$ cat src/hdl/nearest_point_search_3d_unit_assert.svh
// ----------------------------------------------------------------------------
// nearest point search assertion macros
// concurrent checks on i_clk, quiet while i_rst_n is low
// ----------------------------------------------------------------------------
`ifndef NEAREST_POINT_SEARCH_3D_UNIT_ASSERT_SVH
`define NEAREST_POINT_SEARCH_3D_UNIT_ASSERT_SVH

`ifndef SYNTHESIS

// condition holds at every edge
`define NPSD_ASSERT_ALWAYS(lbl, expr) \
    lbl: assert property (@(posedge i_clk) disable iff (!i_rst_n) (expr)) \
        else $error("npsd check failed");

// consequence in the same cycle
`define NPSD_ASSERT_IMPLY(lbl, ante, cons) \
    lbl: assert property (@(posedge i_clk) disable iff (!i_rst_n) (ante) |-> (cons)) \
        else $error("npsd check failed");

// consequence in the next cycle
`define NPSD_ASSERT_NEXT(lbl, ante, cons) \
    lbl: assert property (@(posedge i_clk) disable iff (!i_rst_n) (ante) |=> (cons)) \
        else $error("npsd check failed");

`else

`define NPSD_ASSERT_ALWAYS(lbl, expr)
`define NPSD_ASSERT_IMPLY(lbl, ante, cons)
`define NPSD_ASSERT_NEXT(lbl, ante, cons)

`endif

`endif

$ cat src/hdl/npsd_pkg.sv
// ----------------------------------------------------------------------------
// npsd_pkg
// shared types and constants of the nearest point search unit
// ----------------------------------------------------------------------------
`default_nettype none

package npsd_pkg;

    // result queue between front and back
    localparam int QUEUE_DEPTH = 4;
    localparam int QPTR_BITS   = $clog2(QUEUE_DEPTH);
    localparam int QCNT_BITS   = $clog2(QUEUE_DEPTH + 1);

    typedef struct packed {
        logic                 empty;
        logic [QCNT_BITS-1:0] count;
    } t_queue_stat;

    // square root sequencer
    typedef enum logic [1:0] {
        ST_IDLE,
        ST_ROOT,
        ST_HOLD
    } t_root_state;

endpackage

`default_nettype wire

$ cat src/hdl/npsd_queue.sv
// ----------------------------------------------------------------------------
// npsd_queue
// short first-in first-out queue of finished search words
// ----------------------------------------------------------------------------
`default_nettype none
`include "nearest_point_search_3d_unit_assert.svh"

module npsd_queue #(
    parameter int DATA_BITS = 69
) (
    input  wire logic                 i_clk,
    input  wire logic                 i_rst_n,
    input  wire logic                 i_push,
    input  wire logic [DATA_BITS-1:0] i_data,
    input  wire logic                 i_pop,
    output logic      [DATA_BITS-1:0] o_data,
    output npsd_pkg::t_queue_stat     o_stat
);

    logic [DATA_BITS-1:0]           r_mem [npsd_pkg::QUEUE_DEPTH];
    logic [npsd_pkg::QPTR_BITS-1:0] r_wr_ptr;
    logic [npsd_pkg::QPTR_BITS-1:0] r_rd_ptr;
    logic [npsd_pkg::QCNT_BITS-1:0] r_count;
    logic [npsd_pkg::QPTR_BITS-1:0] n_wr_ptr;
    logic [npsd_pkg::QPTR_BITS-1:0] n_rd_ptr;
    logic                           w_pop;

    assign w_pop = i_pop && (r_count != '0);

    always_comb begin
        n_wr_ptr = (r_wr_ptr == npsd_pkg::QPTR_BITS'(npsd_pkg::QUEUE_DEPTH - 1)) ?
                   '0 : r_wr_ptr + npsd_pkg::QPTR_BITS'(1);
        n_rd_ptr = (r_rd_ptr == npsd_pkg::QPTR_BITS'(npsd_pkg::QUEUE_DEPTH - 1)) ?
                   '0 : r_rd_ptr + npsd_pkg::QPTR_BITS'(1);
    end

    always_ff @(posedge i_clk) begin
        if (!i_rst_n) begin
            r_wr_ptr <= '0;
            r_rd_ptr <= '0;
            r_count  <= '0;
        end else begin
            if (i_push) begin
                r_wr_ptr <= n_wr_ptr;
            end
            if (w_pop) begin
                r_rd_ptr <= n_rd_ptr;
            end
            if (i_push && !w_pop) begin
                r_count <= r_count + npsd_pkg::QCNT_BITS'(1);
            end else if (!i_push && w_pop) begin
                r_count <= r_count - npsd_pkg::QCNT_BITS'(1);
            end
        end
    end

    always_ff @(posedge i_clk) begin
        if (i_push) begin
            r_mem[r_wr_ptr] <= i_data;
        end
    end

    // show-ahead read of the oldest word
    assign o_data       = r_mem[r_rd_ptr];
    assign o_stat.empty = (r_count == '0);
    assign o_stat.count = r_count;

    // front reserves room before it accepts a closing item
    `NPSD_ASSERT_IMPLY(a_no_overflow, i_push, r_count < npsd_pkg::QCNT_BITS'(npsd_pkg::QUEUE_DEPTH))
    `NPSD_ASSERT_IMPLY(a_no_underflow, i_pop, r_count != '0)
    `NPSD_ASSERT_NEXT(a_count_track, 1'b1, r_count == $past(r_count) + $past(i_push) - $past(w_pop))

endmodule

`default_nettype wire

$ cat config.mk
export PLATFORM = sky130hd
export DESIGN_NAME = npsd_queue
export DESIGN_NICKNAME = d
export VERILOG_FILES = /design/src/hdl/npsd_pkg.sv /design/src/hdl/npsd_queue.sv
export VERILOG_INCLUDE_DIRS = /design/src /design/src/hdl
export SDC_FILE = /design/constraint.sdc
export NUM_CORES = 1
export LEC_CHECK = 0
export BUFFER_PORTS_ARGS = -buffer_cell sky130_fd_sc_hd__buf_2
export CORE_MARGIN = 3
export CORE_UTILIZATION = 42
export DETAILED_ROUTE_END_ITERATION = 8
export MAX_ROUTING_LAYER = met4
export SKIP_CTS_REPAIR_TIMING = 1
export SLEW_MARGIN = 20
export SYNTH_ARGS = -nofsm -noshare
export SYNTH_HDL_FRONTEND = slang
export SYNTH_SLANG_ARGS = --single-unit
$ cat constraint.sdc
create_clock -name i_clk -period 3.1 [get_ports i_clk]
set_clock_uncertainty 0.05 [all_clocks]
set_input_delay 0 -clock i_clk [delete_from_list [all_inputs] [get_ports i_clk]]
set_output_delay 0 -clock i_clk [all_outputs]
set_load 0.02 [all_outputs]
# [Yosys cells after proc, flatten, opt, wreduce, memory -nomap -nowiden]
# Memory sizes are Yosys's and may differ from the RTL's. A register that Yosys moved wholly into a read port is not among the register bits.
# Cells that the tools add are included.
[totals] ff_bits=7 mem_bits_rw=276 in_bits=73 output_inout_bits=73 elab_cells=26 n_memories=1
[classes] n_addsub=4 n_eq_ne=2 n_mux=8 reduce_logical=8
[memory_table] memory="r_mem" words=4 word_bits=69 rd=1 rd_ports_with_merged_regs=1 write_ports=1 line="npsd_queue.sv:20" text="logic [DATA_BITS-1:0] r_mem [npsd_pkg::QUEUE_DEPTH];"
[op_table] op="2-to-1 mux 2 bit" n=4
[op_table] op="2-to-1 mux 3 bit" n=2
[op_table] op="adder 2 x 1 -> 2 bit, second input constant" n=2
[op_table] op="equality test 2 bit, second input constant" n=2
[op_table] op="adder 3 x 1 -> 3 bit, second input constant" n=1
[op_table] op="logical AND 1 bit" n=3
[op_table] op="logical NOT 3 bit" n=1
[op_table] op="nonzero test 3 bit" n=1
[op_table] op="subtractor 3 x 1 -> 3 bit, second input constant" n=1
[op_table] op="logical NOT 1 bit" n=2
[op_table] op="2-to-1 mux 1 bit" n=2
[op_table] op="nonzero test 2 bit" n=1

# [Logic depth before layout (Yosys ltp)]
[logic_depth] word_depth=5 mapped_depth=7 ltp_nobuf=7

# [Least setup slack after synthesis]
# OpenSTA, ideal clock, no wires.
[synth_timing] path_kind="reg-to-reg" start="register r_wr_ptr[0] in the netlist's numbering" end="memory r_mem[3][0] (enable)" setup_time_ns=0.434 arrival_ns=2.166 t_required_ns=2.616 setup_slack_ns=0.450 stages_incl_launch_ff=3 path_buffers=0 period_less_slack_ns=2.650 path_cell_list="dfxtp_1 -> ha_1 -> and2_1"
[synth_rtl] element="start, declared" line="npsd_queue.sv:21" text="logic [npsd_pkg::QPTR_BITS-1:0] r_wr_ptr;"
[synth_rtl] element="start signal, assigned" line="npsd_queue.sv:44" text="r_wr_ptr <= n_wr_ptr;"
[synth_rtl] element="end, declared" line="npsd_queue.sv:20"
# Straight into the memory's write port.

==> metrics.md <==
| Metric | Value |
|---|---|
| Run status | finished, final reports clean |
| Gate power share | 20.9% |
| Area share of the leading cell type in the synthesized netlist | between 70% and 80% |
| Routed wl met2 | 9690 um |
| Hold Crit Class | in2reg |
| Pin slew with the least headroom to its limit | 0.668 ns |
| Max Fclk | about 400 MHz |
| Worst hold margin | around 0.14 ns |
| P&R area growth vs syn | 27.2% |
| Max-slew headroom | a little under three fifths |
| DR top layer | met4 |
| Peak supply drop | around 0.00053 V |
| Diode count | 0 |
| Sum Neg Setup Slack | 0 ns |
| Worst skew pair latency | roughly 0.53 ns |
| Avg Cell Area, Syn | ~26 um2 |
| Clock group share of total power | between 30% and 40% |
| Final setup viols | 0 |
| Initial antenna violation count | 0 |
| Finished Cell Area | roughly 13,000 um2 |
| HPWL Detailed | 11,300 um |
| Final #Nets | roughly 730 |
| Number of synthesized register bits | approximately 290 |
| Synth area leaders | edfxtp_1 80%, mux4_2 15%, dfxtp_1 1.7%, ha_1 0.72%, buf_4 0.43% |
| RD Place Congestion | 0.716 |
| Final core utilization | a little over half |
| Cell Rows | between 50 and 60 |
| Final Worst Setup Slack | between 0.6 and 0.7 ns |
| Psw | between 2 and 3 mW |
| Max clock buf depth | 3 |
| Commonest non-fill, non-tap cell in the layout | edfxtp_1 |
| Routed vias | 4,967 |
| Area of the core | approximately 24,000 um2 |
| Drt first pass iters | 5 |
| Flop pwr share | a little under half |
| Worst slack, placed | roughly 0.73 ns |
| Sw Ratio | between 20% and 30% |
| Register area share after synthesis | 81.3% |
| Layout Cells excl Fill | about 1,000 |
| Final count of hold timing violations | 0 |
| Initial Utilization | a little over two fifths |
| Largest net degree at the start of global routing | 43 |
| Arr. time, crit path | between 2 and 2.5 ns |
| Gr ovfl total | 0 |
| Slew Viols, Final | 0 |
| Area leader, netlist | edfxtp_1 |
| Clock sinks | 285 |
| Post-Route M1 WL | roughly 8500 um |
| Most frequent cells in the layout | 276 x edfxtp_1, 145 x buf_2, 73 x dlygate4sd3_1 |
| I/O pin count | 146 |
| Placed cells | between 800 and 900 |
| Pint | between 7 and 8 mW |
| Worst Path Required | approximately 3 ns |
| WL/cell | roughly 20 um |
| Gr usage total | ~15% |
| Post-Syn Area | roughly 10,000 um2 |
| Startpoint Class | flip-flop |
| Num CTS Buffers | 30 |
| Cell area power density | about 760 nW/um2 |
| Post-Synthesis Net Count | 486 |
| Post-DR vias/cell | 4.99 |
| PnR Total Power | between 10 and 15 mW |
| CTS H-tree depth | 1 |
| Yosys cell types | 24 |
| Tmin final | about 2.4 ns |
| Die area | between 20,000 and 30,000 um2 |
| Die W | between 150 and 200 um |
| Final WL | 19,500 um |
| DRC viols | 0 |
| Max-cap violations | 0 |
| Final worst-path cycle share | around 78% |
| Endpoint class of the critical path | output port |
| RSZ-0062 raised after global routing | no |
| Die height | roughly 160 um |
| Global-route wire length before repair | 29,700 um |
| Starting DRT DRC Count | 285 |
| Routed wl met3 | approximately 970 um |
| Critical path class | reg2out |
| DRT antenna net count | 0 |
| DP Area | roughly 12,000 um2 |
| Crit-path max FO | 26 |
| Number of global-route vias before repair | 5,201 |
| I/O Buffers | approximately 150 |
| Share of post-route cells with drive strength above 1 | roughly two fifths |
| Clk slew on worst S/H paths | 0.06 ns |
| CTS tree | yes |
| Leak | approximately 4.5 nW |
| Synth Warn # | 0 |
| Cell count after synthesis | ~410 |
| Root buf cell | clkbuf_16 |
area by class of cell:
| type | count | area [um2] |
|---|---|---|
| repair buffers | 226 | 1590 |
| multi-input cells | 102 | 1820 |
| well taps | 324 | 405 |
| fillers | 1851 | 11100 |
| flip-flops and latches | 285 | 8480 |
| clock inverters | 20 | 171 |
| inverters | 3 | 11.3 |
| clock buffers | 36 | 773 |
cell usage after synthesis, drive strengths merged:
library cell and instances:
a21boi 1, fa 1, xor2 1, buf 11, edfxtp 276, nor2b 3, nor2 2, mux2i 3
nand3 2, and2 5, or3 1, nor3 1, clkbuf 5, mux4 69, dfxtp 9, inv 3
o21ai 3, ha 6, nand2 2, xnor2 1, o31ai 1
power by group through the flow:
stage	logic, mW	clock network (mW)	registers [mW]
global placement	2.06	0	4.69
finish	2.12	3.38	4.62
floorplan	1.57	0	4.58
detailed placement	2.08	0	4.71
global route	2.27	3.65	4.66
CTS	2.09	3.49	4.63
worst max-delay path: stages (launching register included):
cell and delay (ns):
dfxtp_4 0.73, buf_4 0.38, mux4_2 0.55, buf_2 0.18
flip-flops by register name, summed over array words and instances, names as in the netlist, named ones only:
name / flops
r_rd_ptr: 2
r_mem: 276
r_wr_ptr: 2
r_count: 3
per-layer routing:
layer | global-route usage (%) | vias to the layer above
li1 | - | 2227
met1 | 20.1 | 2579
met2 | 23.7 | 128
met3 | 2.99 | 33
met4 | 4.19 | 0
met5 | - | -
cells by family after synthesis:
group / after synthesis / synth area share, %
adder cells (fa/ha/maj): 7 / 0.913
buffers and inverters: 19 / 1.31
flip-flops: 285 / 81.3
AO/OA/AOI/OAI: 5 / 0.288
AND/OR/NAND/NOR: 16 / 0.829
XOR/XNOR: 2 / 0.168
multiplexers: 72 / 15.2
final timing paths:
path	from	endpoint	slack, ns	cells past startpoint
setup / recovery	flip-flop	o_data[58]	0.67	3
hold / removal	i_data[14]	r_mem[0][14]$_DFFE_PP_	0.14	2
setup reg to reg	r_count[1]$_SDFFE_PN0P_	r_count[2]$_SDFFE_PN0P_	0.68	7
hold reg to reg	r_rd_ptr[1]$_SDFFE_PN0P_	flip-flop	0.50	2
Power figures use the tool's default switching activity.
