## config.mk

```make
export PLATFORM = sky130hd
export DESIGN_NAME = npsd_front
export DESIGN_NICKNAME = d
export VERILOG_FILES = /design/src/hdl/nearest_point_search_3d_unit_assert.svh /design/src/hdl/npsd_pkg.sv /design/src/hdl/npsd_front.sv
export SDC_FILE = /design/constraint.sdc
export NUM_CORES = 2
export LEC_CHECK = 0
export BUFFER_PORTS_ARGS = -buffer_cell sky130_fd_sc_hd__buf_2
export CORE_MARGIN = 8
export CORE_UTILIZATION = 55
export DETAILED_ROUTE_END_ITERATION = 8
export PLACE_DENSITY = 0.72
export SYNTH_ARGS = -nofsm -noshare
export SYNTH_HDL_FRONTEND = slang
export SYNTH_SLANG_ARGS = --single-unit
```

## constraint.sdc

```tcl
create_clock -name i_clk -period 22.2 [get_ports i_clk]
set_input_delay 1.11 -clock i_clk [delete_from_list [all_inputs] [get_ports i_clk]]
set_output_delay 1.11 -clock i_clk [all_outputs]
set_load 0.02 [all_outputs]
```

## src/hdl/nearest_point_search_3d_unit_assert.svh

```systemverilog
// ----------------------------------------------------------------------------
// nearest point search assertion macros
// concurrent checks on i_clk, quiet while i_rst_n is low
// ----------------------------------------------------------------------------
`ifndef NEAREST_POINT_SEARCH_3D_UNIT_ASSERT_SVH
`define NEAREST_POINT_SEARCH_3D_UNIT_ASSERT_SVH

`ifndef SYNTHESIS

// condition holds at every edge
`define NPSD_ASSERT_ALWAYS(lbl, expr) \
    lbl: assert property (@(posedge i_clk) disable iff (!i_rst_n) (expr)) \
        else $error("npsd check failed");

// consequence in the same cycle
`define NPSD_ASSERT_IMPLY(lbl, ante, cons) \
    lbl: assert property (@(posedge i_clk) disable iff (!i_rst_n) (ante) |-> (cons)) \
        else $error("npsd check failed");

// consequence in the next cycle
`define NPSD_ASSERT_NEXT(lbl, ante, cons) \
    lbl: assert property (@(posedge i_clk) disable iff (!i_rst_n) (ante) |=> (cons)) \
        else $error("npsd check failed");

`else

`define NPSD_ASSERT_ALWAYS(lbl, expr)
`define NPSD_ASSERT_IMPLY(lbl, ante, cons)
`define NPSD_ASSERT_NEXT(lbl, ante, cons)

`endif

`endif

```

## src/hdl/npsd_pkg.sv

```systemverilog
// ----------------------------------------------------------------------------
// npsd_pkg
// shared types and constants of the nearest point search unit
// ----------------------------------------------------------------------------
`default_nettype none

package npsd_pkg;

    // result queue between front and back
    localparam int QUEUE_DEPTH = 4;
    localparam int QPTR_BITS   = $clog2(QUEUE_DEPTH);
    localparam int QCNT_BITS   = $clog2(QUEUE_DEPTH + 1);

    typedef struct packed {
        logic                 empty;
        logic [QCNT_BITS-1:0] count;
    } t_queue_stat;

    // square root sequencer
    typedef enum logic [1:0] {
        ST_IDLE,
        ST_ROOT,
        ST_HOLD
    } t_root_state;

endpackage

`default_nettype wire

```

## src/hdl/npsd_front.sv

```systemverilog
// ----------------------------------------------------------------------------
// npsd_front
// accepts candidates, squares distances and tracks the nearest one
// ----------------------------------------------------------------------------
`default_nettype none

module npsd_front #(
    parameter int COORD_BITS = 24,
    parameter int INDEX_BITS = 16
) (
    input  wire logic                                   i_clk,
    input  wire logic                                   i_rst_n,
    input  wire logic                                   i_push,
    output logic                                        o_full,
    input  wire logic signed [COORD_BITS-1:0]           i_query_x,
    input  wire logic signed [COORD_BITS-1:0]           i_query_y,
    input  wire logic signed [COORD_BITS-1:0]           i_query_z,
    input  wire logic signed [COORD_BITS-1:0]           i_cand_x,
    input  wire logic signed [COORD_BITS-1:0]           i_cand_y,
    input  wire logic signed [COORD_BITS-1:0]           i_cand_z,
    input  wire logic                                   i_has_candidate,
    input  wire logic                                   i_last_item,
    input  wire npsd_pkg::t_queue_stat                  i_q_stat,
    output logic                                        o_q_push,
    output logic [INDEX_BITS+2*COORD_BITS+4:0]          o_q_data
);

    localparam int MAG_BITS  = COORD_BITS + 1;
    localparam int PROD_BITS = 2 * COORD_BITS + 2;
    localparam int SQ_BITS   = 2 * COORD_BITS + 4;
    localparam int CRD_BITS  = npsd_pkg::QCNT_BITS + 1;

    // search state
    logic                         r_mid;
    logic [INDEX_BITS-1:0]        r_count;
    logic [2:0][COORD_BITS-1:0]   r_held;
    logic [SQ_BITS-1:0]           r_best_sq;
    logic [INDEX_BITS-1:0]        r_best_pos;
    logic                         r_found;

    // pipeline stages
    logic                         r_s1_v, r_s1_c, r_s1_l;
    logic [INDEX_BITS-1:0]        r_s1_pos;
    logic [2:0][MAG_BITS-1:0]     r_s1_mag;
    logic                         r_s2_v, r_s2_c, r_s2_l;
    logic [INDEX_BITS-1:0]        r_s2_pos;
    logic [2:0][PROD_BITS-1:0]    r_s2_prod;
    logic                         r_s3_v, r_s3_c, r_s3_l;
    logic [INDEX_BITS-1:0]        r_s3_pos;
    logic [SQ_BITS-1:0]           r_s3_sq;

    logic                         w_accept;
    logic [CRD_BITS-1:0]          w_credit;
    logic [2:0][COORD_BITS-1:0]   w_query;
    logic [2:0][COORD_BITS-1:0]   w_cand;
    logic [2:0][MAG_BITS-1:0]     w_diff;
    logic [2:0][MAG_BITS-1:0]     w_mag;
    logic [INDEX_BITS-1:0]        w_pos;
    logic [INDEX_BITS-1:0]        n_count;
    logic [SQ_BITS-1:0]           w_sum;
    logic                         w_take;
    logic [SQ_BITS-1:0]           w_fin_sq;
    logic [INDEX_BITS-1:0]        w_fin_pos;
    logic                         w_fin_found;

    // room for every closing word already in flight
    assign w_credit = CRD_BITS'(i_q_stat.count)
                    + CRD_BITS'(r_s1_v & r_s1_l)
                    + CRD_BITS'(r_s2_v & r_s2_l)
                    + CRD_BITS'(r_s3_v & r_s3_l);
    assign o_full   = !i_rst_n || (w_credit >= CRD_BITS'(npsd_pkg::QUEUE_DEPTH));
    assign w_accept = i_push && !o_full;

    assign w_cand = {i_cand_z, i_cand_y, i_cand_x};

    always_comb begin
        // query is taken from the first word of a search
        w_query = r_mid ? r_held : {i_query_z, i_query_y, i_query_x};
        for (int a = 0; a < 3; a++) begin
            w_diff[a] = {w_cand[a][COORD_BITS-1], w_cand[a]}
                      - {w_query[a][COORD_BITS-1], w_query[a]};
            w_mag[a]  = w_diff[a][MAG_BITS-1] ? (~w_diff[a] + MAG_BITS'(1)) : w_diff[a];
        end
        w_pos = r_mid ? r_count : '0;
        if (!i_has_candidate || (&w_pos)) begin
            n_count = w_pos;
        end else begin
            n_count = w_pos + INDEX_BITS'(1);
        end
    end

    always_comb begin
        w_sum = SQ_BITS'(r_s2_prod[0]) + SQ_BITS'(r_s2_prod[1]) + SQ_BITS'(r_s2_prod[2]);
    end

    // strictly nearer replaces, so the first of equals stays
    always_comb begin
        w_take      = r_s3_v && r_s3_c && (r_s3_sq < r_best_sq);
        w_fin_sq    = w_take ? r_s3_sq  : r_best_sq;
        w_fin_pos   = w_take ? r_s3_pos : r_best_pos;
        w_fin_found = w_take || r_found;
    end

    assign o_q_push = r_s3_v && r_s3_l;
    assign o_q_data = {w_fin_found, (w_fin_found ? w_fin_pos : INDEX_BITS'(0)), w_fin_sq};

    always_ff @(posedge i_clk) begin
        if (!i_rst_n) begin
            r_mid      <= 1'b0;
            r_count    <= '0;
            r_s1_v     <= 1'b0;
            r_s2_v     <= 1'b0;
            r_s3_v     <= 1'b0;
            r_best_sq  <= '1;
            r_best_pos <= '0;
            r_found    <= 1'b0;
        end else begin
            r_s1_v <= w_accept;
            r_s2_v <= r_s1_v;
            r_s3_v <= r_s2_v;
            if (w_accept) begin
                r_mid   <= !i_last_item;
                r_count <= n_count;
            end
            if (o_q_push) begin
                r_best_sq  <= '1;
                r_best_pos <= '0;
                r_found    <= 1'b0;
            end else if (w_take) begin
                r_best_sq  <= r_s3_sq;
                r_best_pos <= r_s3_pos;
                r_found    <= 1'b1;
            end
        end
    end

    always_ff @(posedge i_clk) begin
        if (w_accept) begin
            r_held <= w_query;
        end
        r_s1_c   <= i_has_candidate;
        r_s1_l   <= i_last_item;
        r_s1_pos <= w_pos;
        r_s1_mag <= w_mag;
        r_s2_c   <= r_s1_c;
        r_s2_l   <= r_s1_l;
        r_s2_pos <= r_s1_pos;
        for (int a = 0; a < 3; a++) begin
            r_s2_prod[a] <= {{MAG_BITS{1'b0}}, r_s1_mag[a]} * {{MAG_BITS{1'b0}}, r_s1_mag[a]};
        end
        r_s3_c   <= r_s2_c;
        r_s3_l   <= r_s2_l;
        r_s3_pos <= r_s2_pos;
        r_s3_sq  <= w_sum;
    end

endmodule

`default_nettype wire

```

-- Yosys cells after proc, flatten, opt, wreduce, memory -nomap -nowiden
Cells that the tools add are included.
Widths: inputs -> output; s select.
- input bits: 153
- flip-flop bits (word level): 492
- output and inout port bits: 71
- logic and storage cells: 76
- bitwise logic cells: 7
- reduce and logical (&&, ||, !) cells: 13
- $add $sub $neg: 12
- order comparisons: 2
- multipliers: 3
- muxes and demuxes: 9
- operators by type and width (operator ; number):
    $mul 25x25->50 ; 3
    $add 25x1->25 const B ; 3
    $not 25->25 ; 3
    $sub 24x24->25 ; 3
    $mux 24 ; 3
    $mux 72 ; 1
    $mux 16 ; 4
    $add 51x50->52 ; 1
    $lt 52x52->1 ; 1
    $mux 52 ; 1
    $add 50x50->51 ; 1
    $add 16x1->16 const B ; 1
    $reduce_and 16->1 ; 1
    $add 4x1->4 ; 2
    $add 3x1->4 ; 1
    $ge 4x3->1 const B ; 1
    $logic_and 1x1->1 ; 4
    $logic_not 1->1 ; 4
    $and 1x1->1 ; 3
    $logic_or 1x1->1 ; 3
    $reduce_or 2->1 ; 1
    $not 1->1 ; 1

-- Longest topological paths before layout
- depth after elaboration: 8
- gate-level depth with buffers: 29
- depth with buffers taken out: 28

-- Least setup slack after synthesis
OpenSTA, ideal clock, no wires.
- path type: register to register
- from: reg r_s1_mag[28] in the netlist's numbering
- to: reg r_s2_prod[99] in the netlist's numbering
- path slack: 14.859 ns
- required time: 22.114 ns
- buffers on the path: 2
- clock period less this slack: 7.341 ns
- library setup time: 0.086 ns
- stages on the path, launching flop included: 27
- arrival time: 7.255 ns
- path through: dfxtp_1 > clkbuf_1 > clkbuf_1 > nand2_1 > fa_1 > inv_1 > fa_1 > inv_1 > fa_1 > fa_1 > inv_1 > fa_1 > fa_1 > inv_1 > fa_1 > inv_1 > ha_1 > a21o_1 > a21o_1 > a21o_1 > a211o_1 > a221o_1 > a21o_1 > a311o_1 > a41oi_2 > o21ai_1 > a211oi_1
- cells in the longest elaborated chain, start to end: 1
- ends and longest elaborated chain (item ; line ; RTL):
    start: declaration ; npsd_front.sv:44 ; logic [2:0][MAG_BITS-1:0] r_s1_mag;
    start signal: assignment ; npsd_front.sv:144 ; r_s1_mag <= w_mag;
    $mul 25x25->50 ; npsd_front.sv:149 ; r_s2_prod[a] <= {{MAG_BITS{1'b0}}, r_s1_mag[a]} * {{MAG_BITS{1'b0}}, r_s1_mag[a]};
    end signal: indexed assignment ; npsd_front.sv:149 ;
    end: declaration ; npsd_front.sv:47 ; logic [2:0][PROD_BITS-1:0] r_s2_prod;
Every way passes these cells.
A chain may end at the register's enable or synchronous reset.

-- Worst setup path after layout
- from: reg r_s1_mag[11] in the netlist's numbering
- to: reg r_s2_prod[41] in the netlist's numbering
The elaborated chain is that of the path after synthesis.

==> impl_metrics.py <==
metrics = {
    "clock_network": {
        "cts_sinks": 489,
        "cts_buffers": 58,
        "clkLatencyLatePin_ns": 0.69,
        "clock_path_buffers": 3,
        "cts_max_level": 2,
        "clkSlewWorstSetupHoldPaths_ns": 0.07,
        "cts_resized": 0,
        "root_buffer": "clkbuf_16",
        "holdBufCountCts": 0,
        "cts_tree": "done",
        "cts_setup_buffers": 0,
    },
    "sta": {
        "worst_slew_pin_slew_ns": 1.24,
        "slew_viol_final": 0,
        "hold_violations": 0,
        "fin_crit_ns": 8.35,
        "maxClockFrequency_mhz": 120,
        "setup_tns_ns": 0,
        "period_share_pct": 37.6,
        "setup_violations": 0,
        "finClkSkew_ns": 0.0319,
        "slew_headroom_pct": 16.8,
        "grt_setup_unrepaired": "no",
    },
    "worst_setup_path": {
        "crit_required_ns": 22.75,
        "cp_top_family": "adder cells",
        "cpMaxStageDelayCell": "a2111oi_0",
        "startpoint_type": "flop",
        "critPathMaxStageDelay_ns": 0.95,
        "arrival_ns": 8.90,
        "crit_top_cell": "fa_1",
        "cp-end-kind": "flop",
        "critPathMaxFanout": 22,
        "path_class": "reg2reg",
        "cp_cell_sequence": "buf_4, inv_1, nor2_1, fa_1, fa_1, inv_1, fa_1, fa_1, inv_1, fa_1, fa_1, inv_1, fa_1, inv_1, ha_1, nand3_1, nand2b_1, a2111oi_0, a2bb2oi_1, a41oi_1, o21ai_0, a21oi_1, xnor2_1",
        "critPathBufInv": 6,
    },
    "placed_design": {
        "io_buffers": 222,
        "detailed_place_hpwl_um": 155000,
        "gp_congestion": 0.908,
    },
    "grt": {
        "grt_max_degree": 105,
        "antenna_found_initial": 7,
        "grt_pass1_vias": 60900,
        "gr-total-overflow": 0,
        "globalRouteTotalUtil_pct": 24.5,
        "grt_pass1_wl_um": 313000,
    },
    "logic_synthesis": {
        "syn-mean-instance-area_um2": 9.22,
        "ys_warn_count": 0,
        "synth-seq-area-share_pct": 13.3,
        "synth_cell_types": 107,
        "ys.flop_type": "dfxtp_1",
        "synth.largest_area_cell": "fa_1",
        "ys_seq_elements": 489,
        "synthTopCellsByArea": "fa_1 37%, ha_1 12%, inv_1 11%, dfxtp_1 11%, nand2_1 3.3%",
        "synthCells": 8579,
        "synth_edf_count": 72,
        "netlist_area_um2": 79100,
        "synth_top_area_share_pct": 36.8,
        "synthArstFlopShare_pct": 0,
    },
    "die": {
        "rows": 139,
        "ioPinCount": 224,
        "die_x_um": 395,
        "coreArea_um2": 143000,
        "fp.dieArea_um2": 156000,
        "dieHeight_um": 395,
        "start_util_pct": 55.3,
    },
    "final_layout": {
        "final_common_cell": "inv_1",
        "drive_above_1_share_pct": 6.17,
        "final_cell_mix": "2224 x inv_1, 1453 x fa_1, 738 x ha_1",
        "area_delta_synth_final_pct": 6.54,
        "num-fill-cells": 12200,
        "final_nets": 11000,
    },
    "route": {
        "drc": 0,
        "viasPerCell": 5.33,
        "via_count": 56600,
        "firstDrtPassIters": 5,
        "avgRoutedWirePerCell_um": 17.8,
        "drtIter0Drc": 3314,
        "ant_nets": 0,
        "wl_um": 189000,
    },
    "outcome": {
        "status": "completed",
    },
    "min_path": {
        "hold_path.class": "reg2reg",
    },
    "job": {
        "cap_violations": 0,
    },
}
==> path summary, 6_finish.rpt <==
path	startpoint	to	slack, ns	depth (start not counted)
setup reg to reg	r_s1_mag[11]	r_s2_prod[41]	13.85	23
setup / recovery	r_s1_mag[11]	r_s2_prod[41]	13.85	23
hold reg to reg	r_s2_pos[5]	r_s3_pos[5]	0.32	0
hold / removal	r_s2_pos[5]	r_s3_pos[5]	0.32	0
==> Yosys cell counts (15+ instances only) <==
| master | n |
|---|---|
| inv_1 | 2225 |
| fa_1 | 1453 |
| ha_1 | 738 |
| nand2_1 | 692 |
| dfxtp_1 | 417 |
| and2_1 | 411 |
| nor2_1 | 366 |
| a21oi_1 | 265 |
| clkbuf_1 | 245 |
| xnor2_1 | 218 |
| a21o_1 | 199 |
| mux2i_1 | 165 |
| o21ai_0 | 144 |
| xor2_1 | 116 |
| nand3_1 | 79 |
| edfxtp_1 | 72 |
| mux2_2 | 63 |
| nor3_1 | 49 |
| nand4_1 | 48 |
| nor2b_1 | 46 |
| nand2b_1 | 41 |
| and3_1 | 40 |
| o21bai_1 | 36 |
| a31oi_1 | 33 |
| o21a_1 | 30 |
| a211oi_1 | 28 |
| or2_2 | 25 |
| o211ai_1 | 22 |
| and4_1 | 20 |
| o31ai_1 | 18 |
| o21ai_1 | 16 |
| buf_2 | 15 |
==> sequential cells by signal (all words and copies together) (netlist names), 16 cells and up <==
| signal | count |
|---|---|
| r_s2_pos | 16 |
| r_s2_prod | 147 |
| r_count | 16 |
| r_held | 72 |
| r_best_pos | 16 |
| r_s1_pos | 16 |
| r_s3_pos | 16 |
| r_s3_sq | 52 |
| r_s1_mag | 75 |
| r_best_sq | 52 |
==> per-stage QoR <==
| stage | utilization, % | instance area, um2 | setup WS (ns) | hold WS (ns) | cells |
|---|---|---|---|---|---|
| 6_report | 58.9 | 84300 | 13.85 | 0.324 | 10600 |
| 5_1_grt | 58.9 | 84300 | 13.44 | 0.330 | 10600 |
| 4_1_cts | 58.9 | 84300 | 13.96 | 0.327 | 10600 |
| 3_5_place_dp | 57.4 | 82200 | 13.99 | 0.312 | 10500 |
| 3_3_place_gp | 57.4 | 82200 | 14.03 | 0.310 | 10500 |
| 2_1_floorplan | - | 79100 | 14.86 | 0.310 | 8581 |
==> logic make-up (layout without fill, tap and decap cells) <==
logic type / Yosys count / after routing / share of synthesized area [%]
buffers and inverters: 2499 / 2641 / 11.9
adder cells (fa/ha/maj): 2191 / 2191 / 48.4
AND/OR/NAND/NOR: 1895 / 1895 / 11.7
AO/OA/AOI/OAI: 942 / 942 / 7.95
flip-flops: 489 / 489 / 13.3
XOR/XNOR: 334 / 334 / 3.70
multiplexers: 228 / 228 / 2.98
other: 1 / 5 / 0.00474
==> metal layers <==
layer / global-route usage (%) / share of wire, % / vias to the layer above
li1: - / - / 26400
met1: 32.6 / 42 / 28200
met2: 41.7 / 48 / 1684
met3: 3.54 / 6.5 / 349
met4: 7.39 / 3.3 / 2
met5: 0 / 0.0063 / -
==> cell type report <==
class                           count  area, um2  area share, %
Multi-Input combinational cell   5593      59200           70.3
Sequential cell                   489      10500           12.5
Inverter                         2227       8360           9.92
Tap cell                         1903       2380           2.83
Timing Repair Buffer              305       1730           2.06
Clock buffer                       82       1690           2.01
Clock inverter                     27        382          0.453
Antenna cell                        2       5.00        0.00594
Power is left out: the tool's default activity adds up to more than one toggle a clock period on the data nets, which glitch-free logic cannot reach.
