[config.mk]
export PLATFORM = sky130hd
export DESIGN_NAME = npsd_root
export DESIGN_NICKNAME = d
export VERILOG_FILES = /design/src/hdl/npsd_pkg.sv /design/src/hdl/npsd_root.sv
export VERILOG_INCLUDE_DIRS = /design/src /design/src/hdl
export SDC_FILE = /design/constraint.sdc
export NUM_CORES = 1
export LEC_CHECK = 0
export BUFFER_PORTS_ARGS = -buffer_cell sky130_fd_sc_hd__buf_2
export CAP_MARGIN = 20
export CORE_MARGIN = 2
export CORE_UTILIZATION = 50
export DETAILED_ROUTE_END_ITERATION = 16
export PLACE_DENSITY_LB_ADDON = 0.05
export RECOVER_POWER = 25
export REMOVE_ABC_BUFFERS = 1
export SLEW_MARGIN = 10
export SYNTH_ARGS = -nofsm -noshare
export SYNTH_HDL_FRONTEND = slang
export SYNTH_SLANG_ARGS = --single-unit
[constraint.sdc]
create_clock -name i_clk -period 2.7 [get_ports i_clk]
set_input_delay 0.135 -clock i_clk [delete_from_list [all_inputs] [get_ports i_clk]]
set_output_delay 0.135 -clock i_clk [all_outputs]
set_load 0.01 [all_outputs]
[src/hdl/nearest_point_search_3d_unit_assert.svh]
// ----------------------------------------------------------------------------
// nearest point search assertion macros
// concurrent checks on i_clk, quiet while i_rst_n is low
// ----------------------------------------------------------------------------
`ifndef NEAREST_POINT_SEARCH_3D_UNIT_ASSERT_SVH
`define NEAREST_POINT_SEARCH_3D_UNIT_ASSERT_SVH

`ifndef SYNTHESIS

// condition holds at every edge
`define NPSD_ASSERT_ALWAYS(lbl, expr) \
    lbl: assert property (@(posedge i_clk) disable iff (!i_rst_n) (expr)) \
        else $error("npsd check failed");

// consequence in the same cycle
`define NPSD_ASSERT_IMPLY(lbl, ante, cons) \
    lbl: assert property (@(posedge i_clk) disable iff (!i_rst_n) (ante) |-> (cons)) \
        else $error("npsd check failed");

// consequence in the next cycle
`define NPSD_ASSERT_NEXT(lbl, ante, cons) \
    lbl: assert property (@(posedge i_clk) disable iff (!i_rst_n) (ante) |=> (cons)) \
        else $error("npsd check failed");

`else

`define NPSD_ASSERT_ALWAYS(lbl, expr)
`define NPSD_ASSERT_IMPLY(lbl, ante, cons)
`define NPSD_ASSERT_NEXT(lbl, ante, cons)

`endif

`endif

[src/hdl/npsd_pkg.sv]
// ----------------------------------------------------------------------------
// npsd_pkg
// shared types and constants of the nearest point search unit
// ----------------------------------------------------------------------------
`default_nettype none

package npsd_pkg;

    // result queue between front and back
    localparam int QUEUE_DEPTH = 4;
    localparam int QPTR_BITS   = $clog2(QUEUE_DEPTH);
    localparam int QCNT_BITS   = $clog2(QUEUE_DEPTH + 1);

    typedef struct packed {
        logic                 empty;
        logic [QCNT_BITS-1:0] count;
    } t_queue_stat;

    // square root sequencer
    typedef enum logic [1:0] {
        ST_IDLE,
        ST_ROOT,
        ST_HOLD
    } t_root_state;

endpackage

`default_nettype wire

[src/hdl/npsd_root.sv]
// ----------------------------------------------------------------------------
// npsd_root
// integer square root of the best square, two bits a cycle, and result register
// ----------------------------------------------------------------------------
`default_nettype none
`include "nearest_point_search_3d_unit_assert.svh"

module npsd_root #(
    parameter int COORD_BITS = 24,
    parameter int INDEX_BITS = 16
) (
    input  wire logic                                i_clk,
    input  wire logic                                i_rst_n,
    input  wire logic [INDEX_BITS+2*COORD_BITS+4:0]  i_q_data,
    input  wire npsd_pkg::t_queue_stat               i_q_stat,
    output logic                                     o_q_pop,
    output logic                                     o_empty,
    input  wire logic                                i_pop,
    output logic                                     o_found,
    output logic [INDEX_BITS-1:0]                    o_best_index,
    output logic [COORD_BITS+1:0]                    o_best_distance
);

    localparam int SQ_BITS   = 2 * COORD_BITS + 4;
    localparam int ROOT_BITS = COORD_BITS + 2;
    localparam int REM_BITS  = ROOT_BITS + 2;
    localparam int STEP_BITS = $clog2(ROOT_BITS);

    npsd_pkg::t_root_state r_state, n_state;

    logic [SQ_BITS-1:0]    r_val;
    logic [REM_BITS-1:0]   r_rem;
    logic [ROOT_BITS-1:0]  r_root;
    logic [STEP_BITS-1:0]  r_step;
    logic                  r_found;
    logic [INDEX_BITS-1:0] r_index;
    logic                  r_out_valid;
    logic                  r_out_found;
    logic [INDEX_BITS-1:0] r_out_index;
    logic [ROOT_BITS-1:0]  r_out_dist;

    logic                  w_load, w_step, w_emit;
    logic [REM_BITS+1:0]   w_rem_sh;
    logic [REM_BITS+1:0]   w_trial;
    logic [REM_BITS+1:0]   w_diff;
    logic                  w_ge;

    // one restoring step: bring down two bits, try root*4+1
    always_comb begin
        w_rem_sh = {r_rem, r_val[SQ_BITS-1 -: 2]};
        w_trial  = {2'b00, r_root, 2'b01};
        w_ge     = (w_rem_sh >= w_trial);
        w_diff   = w_rem_sh - w_trial;
    end

    always_ff @(posedge i_clk) begin
        if (!i_rst_n) begin
            r_state <= npsd_pkg::ST_IDLE;
        end else begin
            r_state <= n_state;
        end
    end

    always_comb begin
        n_state = r_state;
        w_load  = 1'b0;
        w_step  = 1'b0;
        w_emit  = 1'b0;
        unique case (r_state)
            npsd_pkg::ST_IDLE: begin
                if (!i_q_stat.empty) begin
                    w_load  = 1'b1;
                    n_state = npsd_pkg::ST_ROOT;
                end
            end
            npsd_pkg::ST_ROOT: begin
                w_step = 1'b1;
                if (r_step == STEP_BITS'(ROOT_BITS - 1)) begin
                    n_state = npsd_pkg::ST_HOLD;
                end
            end
            npsd_pkg::ST_HOLD: begin
                if (!r_out_valid || i_pop) begin
                    w_emit  = 1'b1;
                    n_state = npsd_pkg::ST_IDLE;
                end
            end
            default: begin
                n_state = npsd_pkg::ST_IDLE;
            end
        endcase
    end

    assign o_q_pop = w_load;

    always_ff @(posedge i_clk) begin
        if (w_load) begin
            r_val   <= i_q_data[SQ_BITS-1:0];
            r_index <= i_q_data[SQ_BITS +: INDEX_BITS];
            r_found <= i_q_data[SQ_BITS+INDEX_BITS];
            r_rem   <= '0;
            r_root  <= '0;
            r_step  <= '0;
        end else if (w_step) begin
            r_val  <= {r_val[SQ_BITS-3:0], 2'b00};
            r_rem  <= w_ge ? w_diff[REM_BITS-1:0] : w_rem_sh[REM_BITS-1:0];
            r_root <= {r_root[ROOT_BITS-2:0], w_ge};
            r_step <= r_step + STEP_BITS'(1);
        end
        if (w_emit) begin
            r_out_found <= r_found;
            r_out_index <= r_index;
            r_out_dist  <= r_found ? r_root : '1;
        end
    end

    always_ff @(posedge i_clk) begin
        if (!i_rst_n) begin
            r_out_valid <= 1'b0;
        end else if (w_emit) begin
            r_out_valid <= 1'b1;
        end else if (i_pop) begin
            r_out_valid <= 1'b0;
        end
    end

    assign o_empty         = !r_out_valid;
    assign o_found         = r_out_found;
    assign o_best_index    = r_out_index;
    assign o_best_distance = r_out_dist;

    `NPSD_ASSERT_IMPLY(a_empty_list, r_out_valid && !r_out_found, (r_out_dist == '1) && (r_out_index == '0))

endmodule

`default_nettype wire

## Word level (Yosys, flattened, before mapping)

Index checks and enable logic that the tools add are counted.

| storage, ports and cells | value |
|---|---|
| memories | 0 |
| output and inout bits | 45 |
| logic and storage cells | 40 |
| bits in writable memories | 0 |
| ROM bits | 0 |
| bits in latches | 0 |
| bits of input ports | 76 |
| bits in registers | 174 |

| cells by class | value |
|---|---|
| multipliers | 0 |
| $add $sub $neg | 2 |
| magnitude comparators | 1 |
| equality and inequality tests | 6 |
| bitwise gates (word level) | 0 |
| divide/modulo/power cells | 0 |
| reductions and logical operators | 6 |
| muxes and demuxes | 14 |
| shifts and indexed selects | 0 |

Operators with widths:

| cell | count |
|---|---|
| $mux 52 | 2 |
| $ge 30x28->1 | 1 |
| $mux 28 | 1 |
| $sub 28x28->28 | 1 |
| $mux 1 | 7 |
| $mux 2 | 3 |
| $ne 2x2->1 const B | 3 |
| $pmux 2 s3 | 1 |
| $add 5x1->5 const B | 1 |
| $eq 5x5->1 const B | 1 |
| $reduce_bool 2->1 | 2 |
| $reduce_and 3->1 | 1 |
| $eq 2x1->1 const B | 1 |
| $eq 2x2->1 const B | 1 |
| $logic_not 2->1 | 1 |
| $logic_not 1->1 | 1 |
| $logic_or 1x1->1 | 1 |

## Depth between registers and ports, before layout

Gate-level depths: netlist (run 1).

| logic depth | value |
|---|---|
| depth after elaboration | 5 |
| mapped depth | 12 |

## Worst setup path after synthesis (run 1)

OpenSTA, ideal clock, no wires.

| path | value |
|---|---|
| path kind | register to register |
| from | register r_state[0] |
| to | register r_out_dist[0] (netlist: o_best_distance[0]) (enable) |
| setup slack | -0.154 ns |
| required time | 2.251 ns |
| arrival | 2.406 ns |
| stages on the path, launching flop included | 3 |
| path buffers | 0 |
| period minus slack after synthesis | 2.854 ns |
| cells stage by stage | dfxtp_1 nand2b_1 nor2b_1 |

| between the ends | value |
|---|---|
| word-level cells in the longest chain between the ends | 2 |

RTL lines:

| what | RTL line | source |
|---|---|---|
| from (decl) | npsd_root.sv:29 | `npsd_pkg::t_root_state r_state, n_state;` |
| from (signal assigned) | npsd_root.sv:58 | `r_state <= npsd_pkg::ST_IDLE;` |
| from (signal assigned) | npsd_root.sv:60 | `r_state <= n_state;` |
| $eq 2x2->1 | npsd_root.sv:69 | `unique case (r_state)` |
| $mux 1 | npsd_root.sv:69 |  |
| via w_emit | npsd_root.sv:42 | `logic w_load, w_step, w_emit;` |
| to (signal assigned) | npsd_root.sv:113 | `r_out_dist <= r_found ? r_root : '1;` |
| to (decl) | npsd_root.sv:40 | `logic [ROOT_BITS-1:0] r_out_dist;` |

The timed path passes the listed nets, and every way through them passes these cells.
A chain may end at the register's enable or synchronous reset.

## Worst setup path after layout (run 1)

| path | value |
|---|---|
| from | register r_root[10] |
| to | register r_rem[7] |

| between the ends | value |
|---|---|
| word-level cells in the longest chain between the ends | 2 |

RTL lines:

| what | RTL line | source |
|---|---|---|
| from (decl) | npsd_root.sv:33 | `logic [ROOT_BITS-1:0] r_root;` |
| from (signal assigned) | npsd_root.sv:107 | `r_root <= {r_root[ROOT_BITS-2:0], w_ge};` |
| $ge 30x28->1 | npsd_root.sv:52 | `w_ge = (w_rem_sh >= w_trial);` |
| $mux 28 | npsd_root.sv:106 | `r_rem <= w_ge ? w_diff[REM_BITS-1:0] : w_rem_sh[REM_BITS-1:0];` |
| to (signal assigned) | npsd_root.sv:106 |  |
| to (decl) | npsd_root.sv:32 | `logic [REM_BITS-1:0] r_rem;` |

No other way between the ends.

==> impl_results.md, run 1 <==
- Status: finished clean
- Post-synthesis simple-gate area fraction: between 10% and 20%
- Adder-Cell Fraction of Synth Area: between 4 and 5%
- CTS tree: done
- Drt drc: 0
- Final Max Slew Viols: 0
- Slowest cell on crit path: or3_1
- I/O pin count: approximately 120
- Worst vdd rail ir drop: 0.566 mV
- First-pass GRT wire length: about 32000 um
- XOR/XNOR Fraction of Synth Area: under 10%
- Max cap viols: 0
- Antenna viol nets, final: 0
- Critical Path Max Stage Delay: 0.35 ns
- Type of the worst setup path: reg2reg
- Seq cells post-synth: 174
- RD Place Congestion: between 0.9 and 1
- IO Port Bufs: approximately 120
- Vias per std cell: ~5.3
- Synthesized area per cell: 9.78 um2
- Antenna diodes: 0
- Part of the cycle the worst path needs: between 90 and 100%
- Power Total: roughly 11000 uW
- Synth async-reset ratio: 0%
- Largest family of logic cells by synthesized area: simple AND/OR/NAND/NOR gates
- CTS H-tree lvls: 4
- Hpwl dp: ~13000 um
- Headroom to the max-slew limit: 8.97%
- Mux cell area share after synthesis: 0.681%
- Share of cells above drive strength 1: slightly above 20%
- Power Density: between 900 and 1000 nW/um2
- Min-Delay Path Depth: 3
- Die width: roughly 130 um
- # fillers: approximately 1300
- Final setup fails: 0
- CP Max Fanout: 10
- Detailed-route via count: 6928
- Row cnt: 47
- Area of the core: roughly 16000 um2
- Synth area leader: edfxtp_1
- Fin crit period: 2.58 ns
- Hold Slack: between 0.04 and 0.05 ns
- Final wirelength: about 20000 um
- Post-synth EDFFs: 112
- Final hold violation count: 0
- Starting Density: about half
- Worst clock skew: between 0.009 and 0.01 ns
- Largest net degree at the start of global routing: 80
- Area growth, synth to finish: 31.6%
- CP Cell Sequence: inv_1, ha_1, and3_1, and4_1, a21boi_2, o211ai_2, a31oi_4, clkbuf_16, or3_1, a32o_1
- Overflow after GRT: 0
- Initial detailed-routing violation count: around 420
- Crit path arrival time: roughly 2.9 ns
- Routed len/inst: 15.1 um
- Most used DFF post-synth: edfxtp_1
- Startpoint types: flip-flop
- Lkg Pwr: approximately 0.0045 uW
- Synth Instances: between 800 and 900
- Fmax: about 0.39 GHz
- Vias in the first global route: between 6000 and 7000
- Worst slew pin tran: ~1.4 ns
- Die height: about 130 um
- Yosys cell types: 58
- Synth Warn #: 0
- RSZ-0062 raised after global routing: true
- Clock latency at the later pin of the worst-skew pair: 0.43 ns
- Worst min path class: in2reg
- Synth area leaders: edfxtp_1 41%, dfxtp_1 15%, nand2_1 10%, ha_1 4.5%, o21ai_0 3.0%
- Crit path required time: between 3 and 4 ns
- Net count, final: ~1200
- Worst-path clk slew: roughly 0.070 ns
- Share of the synthesized area in the top cell type: about two fifths
- Die ar.: about 18000 um2
- TritonCTS Buffers: 17
- Post-Syn Area: about 8300 um2
- Total Routing Usage GR: 22.9%
- Initial antenna violation count: 0
- DRT Pass-1 Iters: 4
- Clock Path Buffers: 2
- Root buffer cell: clkbuf_16
- Compound-gate portion of the synthesized area: roughly 13%
- Worst r2r path cells: 10
- CP endpoint kind: flip-flop
- CTS Sinks: 174
- Sequential share of the synthesized area: between 50% and 60%
- Fin Setup TNS: 0 ns
[synthesized netlist by cell type, types with 4 or more instances]
| master | instances |
|---|---|
| a21o_1 | 5 |
| nor2b_1 | 8 |
| nand4_1 | 5 |
| inv_1 | 37 |
| dfxtp_1 | 62 |
| ha_1 | 30 |
| a32o_1 | 4 |
| nand2_1 | 226 |
| a21oi_1 | 34 |
| buf_2 | 5 |
| nand2b_1 | 9 |
| o211ai_1 | 21 |
| nor3_1 | 20 |
| a211oi_1 | 4 |
| o31ai_1 | 7 |
| xnor2_1 | 15 |
| and3_1 | 6 |
| edfxtp_1 | 112 |
| o21ai_0 | 49 |
| xor2_1 | 9 |
| clkbuf_1 | 35 |
| o21bai_1 | 5 |
| and2_1 | 4 |
| a221o_1 | 8 |
| nor2_1 | 31 |
| nand3_1 | 34 |
| or3_1 | 9 |
[state kept, by name (all words and copies together), names as in the netlist]
name,cells
r_state,2
o_best_index,16
r_index,16
r_found,1
r_rem,28
r_step,5
o_found,1
r_val,52
o_best_distance,26
r_root,26
r_out_valid,1
[metrics by stage]
step / area [um2] / utilization [%] / setup WS [ns] / instances
floorplan: 8060 / - / -2.95 / 799
CTS: 10800 / 65.8 / 0.0638 / 1300
finish: 10900 / 66.6 / 0.119 / 1302
global placement: 9480 / 58.0 / 0.129 / 1198
global route: 10900 / 66.6 / -0.0466 / 1302
detailed placement: 9480 / 58.0 / 0.0757 / 1198
[layer usage]
layer / wire length (um) / track usage (%)
met5: 0 / 0
met4: 419 / 8.30
met3: 931 / 5.59
met2: 9590 / 38.9
met1: 8770 / 28.4
[kinds of logic after synthesis]
group           Yosys count
compound gates          160
xor+xnor                 24
fa+ha+maj                30
buf+inv                  84
flops                   174
mux                       5
simple gates            369
[power breakdown]
group | switching [uW] | internal, uW
sequential | 196 | 3180
clock | 1100 | 1310
combinational | 2660 | 2410
[final timing paths]
path / from / endpoint / slack (ns)
max: r_root[10] / r_rem[7] / 0.12
min reg2reg: r_index[0] / o_best_index[0] / 0.42
min: i_pop / r_out_valid / 0.05
max reg2reg: r_root[10] / r_rem[7] / 0.12
[what timing repair did]
item | 4_1_cts | 5_1_grt
hold buffers | 70 | 0
setup endpoints to repair | 0 | 23
hold endpoints to repair | 72 | 0
setup buffers | 0 | 1
gates resized for setup | 0 | 20
[critical path, delay by kind of cell, from the launching register on]
family,cells,cell delay [ns]
flip-flops,1,0.32
adder cells (fa/ha/maj),1,0.33
buffers and inverters,2,0.27
AND/OR/NAND/NOR,3,0.76
AO/OA/AOI/OAI,4,0.79
[final cells by class]
cell class / instances / area, um2 / share of cell area [%]
Sequential cell: 174 / 4600 / 42.3
Multi-Input combinational cell: 588 / 3450 / 31.7
Timing Repair Buffer: 251 / 1830 / 16.8
Clock buffer: 19 / 433 / 3.98
Tap cell: 220 / 275 / 2.53
Clock inverter: 13 / 151 / 1.39
Inverter: 37 / 139 / 1.28
[cell usage in the layout, fill, tap and decap left out, types with 4 or more instances in the layout]
| cell | synthesis | final |
|---|---|---|
| inv_6 | 0 | 5 |
| o31ai_1 | 7 | 7 |
| buf_4 | 0 | 56 |
| or3_1 | 9 | 8 |
| dfxtp_1 | 62 | 62 |
| buf_2 | 5 | 97 |
| nor2b_1 | 8 | 6 |
| nand2_1 | 226 | 226 |
| nor2_1 | 31 | 31 |
| edfxtp_1 | 112 | 112 |
| ha_4 | 0 | 6 |
| xor2_1 | 9 | 9 |
| o211ai_1 | 21 | 21 |
| clkbuf_1 | 35 | 23 |
| a32o_1 | 4 | 4 |
| and3_1 | 6 | 6 |
| o21ai_0 | 49 | 48 |
| and2_1 | 4 | 4 |
| a21oi_2 | 0 | 6 |
| dlygate4sd3_1 | 0 | 70 |
| nand3_1 | 34 | 33 |
| xnor2_1 | 15 | 15 |
| clkbuf_16 | 0 | 18 |
| nor3_1 | 20 | 19 |
| nand2b_1 | 9 | 8 |
| a211oi_1 | 4 | 4 |
| a21oi_1 | 34 | 28 |
| nand4_1 | 5 | 5 |
| ha_1 | 30 | 24 |
| a221o_1 | 8 | 8 |
| o21bai_1 | 5 | 5 |
| a21o_1 | 5 | 5 |
| buf_12 | 0 | 6 |
| inv_1 | 37 | 35 |
Power figures use the tool's default switching activity.
==> run 2: changes to the inputs <==
--- a/config.mk
+++ b/config.mk
@@ -6,10 +6,13 @@
 export SDC_FILE = /design/constraint.sdc
 export NUM_CORES = 1
 export LEC_CHECK = 0
+export ABC_AREA = 1
 export BUFFER_PORTS_ARGS = -buffer_cell sky130_fd_sc_hd__buf_2
 export CAP_MARGIN = 20
+export CELL_PAD_IN_SITES_DETAIL_PLACEMENT = 1
+export CELL_PAD_IN_SITES_GLOBAL_PLACEMENT = 1
 export CORE_MARGIN = 2
-export CORE_UTILIZATION = 50
+export CORE_UTILIZATION = 39
 export DETAILED_ROUTE_END_ITERATION = 16
 export PLACE_DENSITY_LB_ADDON = 0.05
 export RECOVER_POWER = 25
==> run 2 against run 1 <==
Net effect: clock-buffer cell count shrank 2; synthesized area rose by 8.0%; clock power is essentially flat; wire length is 20% higher; clock skew is 0.0084 ns higher; sequential share of layout area fell by 0.65 points; combinational power increased by 8.3%; utilization shrank 18 points; sequential power is essentially flat; critical path type unchanged; highest routed layer unchanged.
==> impl_results.md, run 2 <==
- Final hold violation count: 0 (unchanged)
- RD Place Congestion: 0.836 (-10%)
- First-pass GRT wire length: 39800 um (+23%)
- Most common cell after layout, fill and taps aside: nand2_1
- Row cnt: 55 (+17%)
- Final Max Slew Viols: 0 (unchanged)
- Antenna viol nets, final: 0 (unchanged)
- CTS resizes: 0 (unchanged)
- Final setup fails: 0 (unchanged)
- Routed len/inst: 14.9 um (-1.8%)
- RR Endpoint: r_rem[24]
- Worst flop-to-flop path startpoint: r_root[22]
- Total Routing Usage GR: 20.6% (-2.3 points)
- CTS Sinks: 174 (unchanged)
- Yosys cell types: 37 (-36%)
- Antenna diodes: 0 (unchanged)
- Clock latency at the later pin of the worst-skew pair: 0.44 ns (about the same)
- Area growth, synth to finish: 23.8%
- Fmax: 0.435 GHz (+12%)
- Largest net degree at the start of global routing: 54 (-33%)
- Top flop regs: r_val: 52 flops, r_rem: 28 flops
- Die height: 155 um (+17%)
- Type of the worst setup path: reg2reg
- Crit path required time: 3.02 ns (about the same)
- Top cells by count, synth: 466 x nand2_1, 167 x inv_1, 112 x edfxtp_1
- Headroom to the max-slew limit: 41.0% (+32 points)
- Lkg Pwr: 0.00531 uW (+18%)
- Drt drc: 0 (unchanged)
- Hpwl dp: 16300 um (+30%)
- Hold Path End: r_out_valid
- CP endpoint kind: flip-flop
- Die width: 155 um (+17%)
- Vias in the first global route: 8043 (+16%)
- Synthesized area per cell: 8.04 um2 (-18%)
- # hold bufs at CTS: 70 (unchanged)
- Worst r2r path cells: 14 (+4)
- Starting Density: 39.6% (-11 points)
- Die ar.: 24100 um2 (+37%)
- Post-synth EDFFs: 112 (unchanged)
- Status: finished clean
- Overflow after GRT: 0 (unchanged)
- Worst min path class: in2reg
- Synth async-reset ratio: 0% (unchanged)
- Worst clock skew: 0.0181 ns (+0.00839 ns)
- Startpoint types: flip-flop
- Post-CTS setup buffers: 0 (unchanged)
- Synth area leader: edfxtp_1
- Synth area leaders: edfxtp_1 38%, nand2_1 20%, dfxtp_1 14%, inv_1 7.0%, ha_1 4.2%
- Most used DFF post-synth: edfxtp_1
- Net count, final: 1405 (+20%)
- Worst slew pin tran: 0.884 ns (-0.482 ns)
- Cell with the most instances after synthesis: nand2_1
- Min-Delay Path Depth: 3 (unchanged)
- Final setup margin: 0.401 ns (+0.282 ns)
- Post-Syn Area: 8930 um2 (+8.0%)
- TritonCTS Buffers: 17 (unchanged)
- Setup WS pre-CTS: 0.445 ns (+0.369 ns)
- Seq cells post-synth: 174 (unchanged)
- Clock Path Buffers: 2 (unchanged)
- Area of the core: 22600 um2 (+38%)
- Initial antenna violation count: 0 (unchanged)
- Worst vdd rail ir drop: 0.389 mV (-31%)
- Sequential share of the synthesized area: 51.6% (-4.1 points)
- Share of the synthesized area in the top cell type: 37.7% (-3.0 points)
- Max FFs per register: 52 (unchanged)
- Fin crit period: 2.30 ns (-0.282 ns)
- Share of cells above drive strength 1: 12.7% (-7.7 points)
- RSZ-0062 raised after global routing: false
- R2R Setup Slk: 0.40 ns (+0.28 ns)
- Root buffer cell: clkbuf_16
- CP Max Fanout: 25 (+15)
- DRT Pass-1 Iters: 4 (unchanged)
- Synth Instances: 1111 (+31%)
- Max cap viols: 0 (unchanged)
- Synth Warn #: 0 (unchanged)
- CTS H-tree lvls: 4 (unchanged)
- Part of the cycle the worst path needs: 85.1% (-10 points)
- Initial detailed-routing violation count: 319 (-24%)
- Detailed-route via count: 7528 (+8.7%)
- Final wirelength: 23700 um (+20%)
- Power Density: 1020 nW/um2 (+2.3%)
- Hold Crit Start: i_pop
- Worst-path clk slew: 0.07 ns (about the same)
- IO Port Bufs: 117 (unchanged)
- Crit path arrival time: 2.62 ns (-0.28 ns)
- CTS tree: done
- Commonest non-fill, non-tap cells in the layout: 466 x nand2_1, 167 x inv_1, 112 x edfxtp_1
- Largest register by flop count: r_val
- Power Total: 11300 uW (+3.9%)
- I/O pin count: 121 (unchanged)
- Vias per std cell: 4.72 (-11%)
==> run 2: changes by cell type in the layout (fill, tap and decap cells not counted), moves of 18 or more <==
cell / change
buf_2: -21
buf_4: -43
clkbuf_1: +18
inv_1: +132
nand2_1: +240
nand2_2: +19
nand3_1: +38
o211ai_1: -21
o21ai_0: -45
o22ai_1: +24
==> run 2: through the flow <==
stage          cell area [um2]  hold slack [ns]  utilization [%]  TNS (ns)  cells
2_1_floorplan             8750            0.234                -   -452.81   1078
3_3_place_gp              9840            0.312             43.6         0   1495
3_5_place_dp              9840            0.313             43.6         0   1495
4_1_cts                  11100           0.0280             49.2         0   1596
5_1_grt                  11100           0.0466             49.0         0   1596
6_report                 11100           0.0476             49.0         0   1596
==> run 2: worst max path at each step <==
stage	startpoint	end	slack [ns]	cells past startpoint
final	r_root[22]	r_rem[24]	0.40	14
after global placement	r_root[16]	r_rem[12]	0.46	12
after detailed placement	r_root[22]	r_rem[24]	0.44	14
after global routing	r_root[15]	r_rem[0]	0.18	13
after floorplan	r_state[0]	r_val[0]	-3.01	5
after CTS	r_root[22]	r_rem[24]	0.39	14
==> run 2: power by group <==
part / switching (uW) / internal (uW) / total, uW / leakage, uW
combinational: 3600 / 1900 / 5500 / 0.00345
clock: 1190 / 1230 / 2410 / 0.000281
sequential: 186 / 3200 / 3380 / 0.00158
total: 4970 / 6320 / 11300 / 0.00531
==> run 2: final cells by class <==
cell class	instances	area (um2)
repair buffers	202	1370
multi-input cells	730	3500
clock inverters	14	144
clock buffers	17	425
fillers	2780	11500
inverters	174	653
well taps	285	357
flip-flops and latches	174	4600
==> run 2: critical path, stage by stage (launching register included) <==
cell	delay, ns
dfxtp_1	0.32
inv_1	0.08
ha_1	0.37
nand2_2	0.16
inv_1	0.05
nand2_1	0.06
nand2_1	0.08
nand2_1	0.08
nand2_1	0.08
inv_1	0.07
nand2_1	0.06
inv_2	0.41
nand3_1	0.21
nand3_1	0.12
nand2_1	0.05
==> run 2: routing by layer <==
metal / global-route usage (%) / up-vias / part of all wire (%)
met5: 0 / - / 0
met3: 3.84 / 23 / 2.6
met1: 25.9 / 3547 / 46
met2: 36.4 / 104 / 50
li1: - / 3854 / -
met4: 5.42 / 0 / 1.2
==> run 2: cells by family (layout without fill, tap and decap cells) <==
family	Yosys count	after routing	share of synthesized area (%)
XOR/XNOR	15	15	1.47
AO/OA/AOI/OAI	48	48	3.22
adder cells (fa/ha/maj)	30	30	4.20
buffers and inverters	207	407	9.39
flip-flops	174	174	51.6
AND/OR/NAND/NOR	637	637	30.2
